==> config.mk <==
export PLATFORM = sky130hd
export DESIGN_NAME = ffa_cell
export DESIGN_NICKNAME = d
export VERILOG_FILES = /design/src/hdl/ffa_cell.sv
export SDC_FILE = /design/constraint.sdc
export NUM_CORES = 1
export LEC_CHECK = 0
export ABC_CLOCK_PERIOD_IN_PS = 1100
export BUFFER_PORTS_ARGS = -buffer_cell sky130_fd_sc_hd__buf_2
export CAP_MARGIN = 20
export CORE_AREA = 2 2 39 41
export CTS_BUF_LIST = sky130_fd_sc_hd__clkbuf_4 sky130_fd_sc_hd__clkbuf_8
export DETAILED_ROUTE_END_ITERATION = 7
export DIE_AREA = 0 0 41 43
export MAX_ROUTING_LAYER = met4
export PLACE_DENSITY_LB_ADDON = 0.2
export SYNTH_ARGS = -nofsm -noshare
export SYNTH_HDL_FRONTEND = slang
export SYNTH_SLANG_ARGS = --single-unit
==> constraint.sdc <==
create_clock -name i_clk -period 1.1 [get_ports i_clk]
set_clock_uncertainty 0.15 [all_clocks]
set_input_delay 0.055 -clock i_clk [delete_from_list [all_inputs] [get_ports i_clk]]
set_output_delay 0.055 -clock i_clk [all_outputs]
set_load 0.005 [all_outputs]
==> src/hdl/ffa_cell.sv <==
// One owner-map cell of the rotating ring.
module ffa_cell #(
    parameter int W = 9
) (
    input  logic         i_clk,
    input  logic         i_rst_n,
    input  logic         i_shift,
    input  logic [W-1:0] i_d,
    output logic [W-1:0] o_q
);
    logic [W-1:0] r_q;

    always_ff @(posedge i_clk) begin
        if (!i_rst_n) begin
            r_q <= '0;
        end else if (i_shift) begin
            r_q <= i_d;
        end
    end

    assign o_q = r_q;
endmodule

==> impl_metrics.ini, run 1 <==
[drt]
via_per_inst = 3.86
detail-route-antenna-nets = 0
wl_um = 673
first_iter_violations = 0
via_count = 297
dr.pass1.iters = 1
drc = 0
wl_per_cell_um = 8.74

[sta]
whs_ps = 109
rsz0062_at_grt = no
hold_viol = 0
setup_viol = 0
fin_tns_setup_ps = 0
min_period_ps = 910
min_period_over_period_pct = 82.7
slew-limit-headroom_pct = 82.0
tightestPinTransition_ps = 270
timing.fmax_mhz = 1100
slew_viol_final = 0

[synthesis]
synth_edf_count = 0
yosys_warnings = 0
synth.area.top_cells = dfxtp_1, mux2i_1, nor2b_1
ys_ff_latch = 9
yosysSeqAreaShare_pct = 53.3
syn_nets = 40
synth_largest_area_cell = dfxtp_1
async_reset_ff_share_pct = 0
synth_common_cells = dfxtp_1, mux2i_1, nor2b_1
syn_area_per_cell_sq_um = 12.1
synthFlopType = dfxtp_1
synth_top_area_share_pct = 53.3
yosysUniqueCellTypes = 4
syn_area_sq_um = 338
postSynthCellCount = 28

[critical_path]
crit_slowest_cell = dlygate4sd3_1
critPathRequiredTime_ps = 1100
worst_ep_arrival_time_ps = 910
cp.depth = 4
worst_setup_path_end_kind = flip-flop
cp-start-kind = input pin
cp_max_fo = 1
slowest_delay_ps = 530
critPathTopFamily = buffers and inverters
crit_type = input pin to flip-flop
critPathBufInv = 2
path_cells = dlygate4sd3_1 > buf_2 > mux2i_1 > nor2b_1
rr_worst_depth = 2

[finish]
antenna_cells = 0
regArea_sq_um = 180
multi_input_area_sq_um = 146
layout.cells.non_filler = 77
largest_reg_flops = 9
nNetsFinal = 74
n_fill_cell = 138
areaGrowthSynthToFinish_pct = 70.7
drive_gt1_share_pct = 39.3

[clocking]
root_buffer = clkbuf_4
h-tree-depth = 1
postCtsSetupBuffers = 0
clock_path_buffers = 2
cts_resized = 0
cts_tree = done
clk_pin_slew_worst_paths_ps = 60
cts.sinks = 9
clock_latency_ps = 250
numCtsBuffers = 3

[floorplanning]
rows = 14
core_area_sq_um = 1380
die_x_um = 41
ios = 21
start_util_pct = 24.4
die_area_sq_um = 1760
die_h_um = 43

[job]
cap_violations = 0

[placed_design]
place_congestion = 0.588
hpwl_um = 475
port_buffers = 20
placed_cells = 63

[pwr]
p_per_area_nw_per_um2 = 1280
peakVddDrop_mv = 0.601
p_leak_nw = 0.292

[global_route]
grtUsageTotal_pct = 7.95
grt_pass1_vias = 218
antenna_found_initial = 0
grt_pass1_wl_um = 897
grt_max_degree = 10
grt_overflow = 0

[worst_hold_path]
worstHoldPathCells = 3
min_path_type = input pin to flip-flop

[outcome]
status = complete, no violations
==> where the power goes <==
part	leakage [nW]	internal, mW	switching, mW	total (mW)
logic	0.199	0.0727	0.0378	0.111
clock network	0.0184	0.164	0.109	0.273
registers	0.0743	0.346	0.00845	0.354
==> cell usage in the layout, fill, tap and decap left out <==
cell           Yosys  layout
nor2b_1            9       9
mux2i_1            9       9
buf_2              0      20
clkbuf_4           0       4
dfxtp_1            9       9
dlygate4sd3_1      0      10
==> metal layers <==
layer / part of all wire, % / global-route usage [%] / vias up
met2: 41 / 10.3 / 14
met4: 0 / 0 / 0
met1: 48 / 9.45 / 123
met3: 11 / 7.85 / 0
li1: - / - / 160
met5: 0 / - / -
==> worst register-to-register path: stages (launching register included) <==
cell,delay [ps]
dfxtp_1,300
mux2i_1,140
nor2b_1,60
==> cells by family after synthesis <==
kind of cell | after synthesis | synth area share [%]
muxes | 9 | 26.7
DFF | 9 | 53.3
and+or+nand+nor | 9 | 16.7
buffers and inverters | 1 | 3.33
==> final timing paths <==
path                               from  slack [ps]      to
worst min-delay path            i_shift         110  o_q[6]
worst max register to register   o_q[5]         340  o_q[5]
worst min register to register   o_q[4]         360  o_q[4]
worst max-delay path             i_d[5]         190  o_q[5]
==> repair_timing <==
action	in CTS	in global routing
endpoints found under the setup margin	0	0
hold buffers	10	0
hold endpoints to repair	9	0
==> metrics by stage <==
| step | total power [mW] | cell area [sq um] | util [%] | worst slack [ps] |
|---|---|---|---|---|
| after global routing | 0.788 | 577 | 41.7 | 138 |
| after detailed placement | 0.446 | 447 | 32.3 | 229 |
| final | 0.738 | 577 | 41.7 | 190 |
| after global placement | 0.447 | 447 | 32.3 | 240 |
| after floorplan | 0.406 | 338 | - | 377 |
| after CTS | 0.750 | 577 | 41.7 | 187 |
==> cell type report <==
class | count | share of cell area (%)
timing repair buffer | 30 | 34.7
multi-input combinational | 18 | 25.4
clock buffer | 4 | 5.21
sequential | 9 | 31.2
tap | 16 | 3.47
(Power assumes the default switching activity.)
==> inputs of run 2 (changes only) <==
ABC_CLOCK_PERIOD_IN_PS = 800   (was 1100)
clock period = 0.8 ns   (was 1.1 ns; I/O delays follow)
==> run 2 against run 1 <==
  * The run now ends with hold timing, setup timing left
  * Highest routed layer unchanged
  * Critical path type is now flip-flop to output port
  * Largest power group unchanged
  * Setup slack worse by 270 ps
  * Register-to-register slack lost 300 ps
  * Sequential power is 39% higher
  * Non-clock buffer count shrank 10
  * Clock power up 24%
  * Worst hold slack got worse by 220 ps
  * Die area unchanged
==> impl_metrics.ini, run 2 (synthesized netlist as in run 1, its figures left out) <==
[outcome]
status = finished with violations
violations = hold timing, setup timing

[placed_design]
preCtsSetupSlack_ps = -58.3
hpwl_um = 488
place_congestion = 0.591
port_buffers = 20

[critical_path]
critPathTopFamily = flip-flops
slowest_delay_ps = 320
cp_max_fo = 2
critPathRequiredTime_ps = 610
crit_type = flip-flop to output port
worst_setup_path_end_kind = output port
cp-start-kind = flip-flop
crit_slowest_cell = dfxtp_2
path_cells = buf_2
critPathBufInv = 1
worst_ep_arrival_time_ps = 690

[clocking]
postCtsSetupBuffers = 0
clock_path_buffers = 2
h-tree-depth = 1
clock_latency_ps = 250
clk_pin_slew_worst_paths_ps = 60
root_buffer = clkbuf_4
cts_tree = done
cts.sinks = 9
numCtsBuffers = 3

[global_route]
grtUsageTotal_pct = 7.73
grt_overflow = 0
antenna_found_initial = 0
grt_pass1_wl_um = 848
grt_pass1_vias = 211
grt_max_degree = 10

[finish]
n_fill_cell = 150
mostFrequentLayoutCells = buf_2, mux2i_1, nor2b_1, dfxtp_2, clkbuf_4
antenna_cells = 0
multi_input_area_sq_um = 146
largest_reg_flops = 9
fin_util_pct = 36.0
nNetsFinal = 64
regArea_sq_um = 191
areaGrowthSynthToFinish_pct = 47.4
drive_gt1_share_pct = 64.7
layout_commonest_cell = buf_2

[drt]
wl_um = 636
wl_per_cell_um = 9.49
drc = 0
dr.pass1.iters = 1
detail-route-antenna-nets = 0
via_count = 270
via_per_inst = 4.03
first_iter_violations = 0

[floorplanning]
die_x_um = 41
rows = 14
ios = 21
die_area_sq_um = 1760
core_area_sq_um = 1380
start_util_pct = 24.4
die_h_um = 43

[sta]
slew_viol_final = 0
setup_viol = 9
whs_ps = -114
slew-limit-headroom_pct = 81.9
timing.fmax_mhz = 1130
min_period_over_period_pct = 111
hold_viol = 9
rsz0062_at_grt = yes
timing.final.ws_setup_ps = -84.2
min_period_ps = 884
tightestPinTransition_ps = 272

[pwr]
p_leak_nw = 0.255
p_per_area_nw_per_um2 = 1910
peakVddDrop_mv = 1.02

[job]
cap_violations = 0

[worst_hold_path]
min_path_type = input pin to flip-flop
## run 2: cell count changes in the layout (fill, tap and decap cells not counted), sizes merged
| cell | change |
|---|---|
| dlygate4sd3 | -10 |
| clkinv | +1 |
| clkbuf | -1 |
## run 2: final timing paths
kind / start / end / slack [ps] / cells after the start
worst max register to register: o_q[5] / o_q[5] / 40 / 2
worst max-delay path: o_q[7] / o_q[7] / -80 / 1
worst min register to register: o_q[1] / o_q[1] / 360 / 2
worst min-delay path: i_d[6] / o_q[6] / -110 / 3
## run 2: metrics by stage
step / area [sq um] / TNS [ps] / instances / hold slack (ps) / total power, mW
6_report: 498 / -679 / 67 / -114 / 0.953
5_1_grt: 498 / -951 / 67 / -99.9 / 1.01
4_1_cts: 485 / -808 / 67 / -120 / 0.969
3_5_place_dp: 447 / -368 / 63 / 155 / 0.614
3_3_place_gp: 447 / -288 / 63 / 152 / 0.614
2_1_floorplan: 338 / 0 / 28 / 18.2 / 0.558
## run 2: routing by layer
| layer | routed length, um | GRT usage, % | vias to the layer above |
|---|---|---|---|
| met5 | 0 | - | - |
| met4 | 0 | 6.00 | 0 |
| met3 | 58 | 4.71 | 0 |
| met2 | 284 | 9.38 | 11 |
| met1 | 294 | 8.74 | 120 |
| li1 | - | - | 139 |
## run 2: power breakdown
part	internal (mW)	total [mW]	switching [mW]
logic	0.0748	0.122	0.0471
clock network	0.184	0.338	0.154
registers	0.480	0.493	0.0131
total	0.739	0.953	0.214
## run 2: final cells by class
cell class,instances,share of cell area [%]
Clock buffer,3,4.52
Clock inverter,1,1.01
Multi-Input combinational cell,18,29.4
Sequential cell,9,38.4
Tap cell,16,4.02
Timing Repair Buffer,20,22.6
## run 2: what timing repair did
action	4_1_cts	5_1_grt
gates resized for setup	9	2
endpoints found under the setup margin	9	9
hold endpoints to repair	9	9
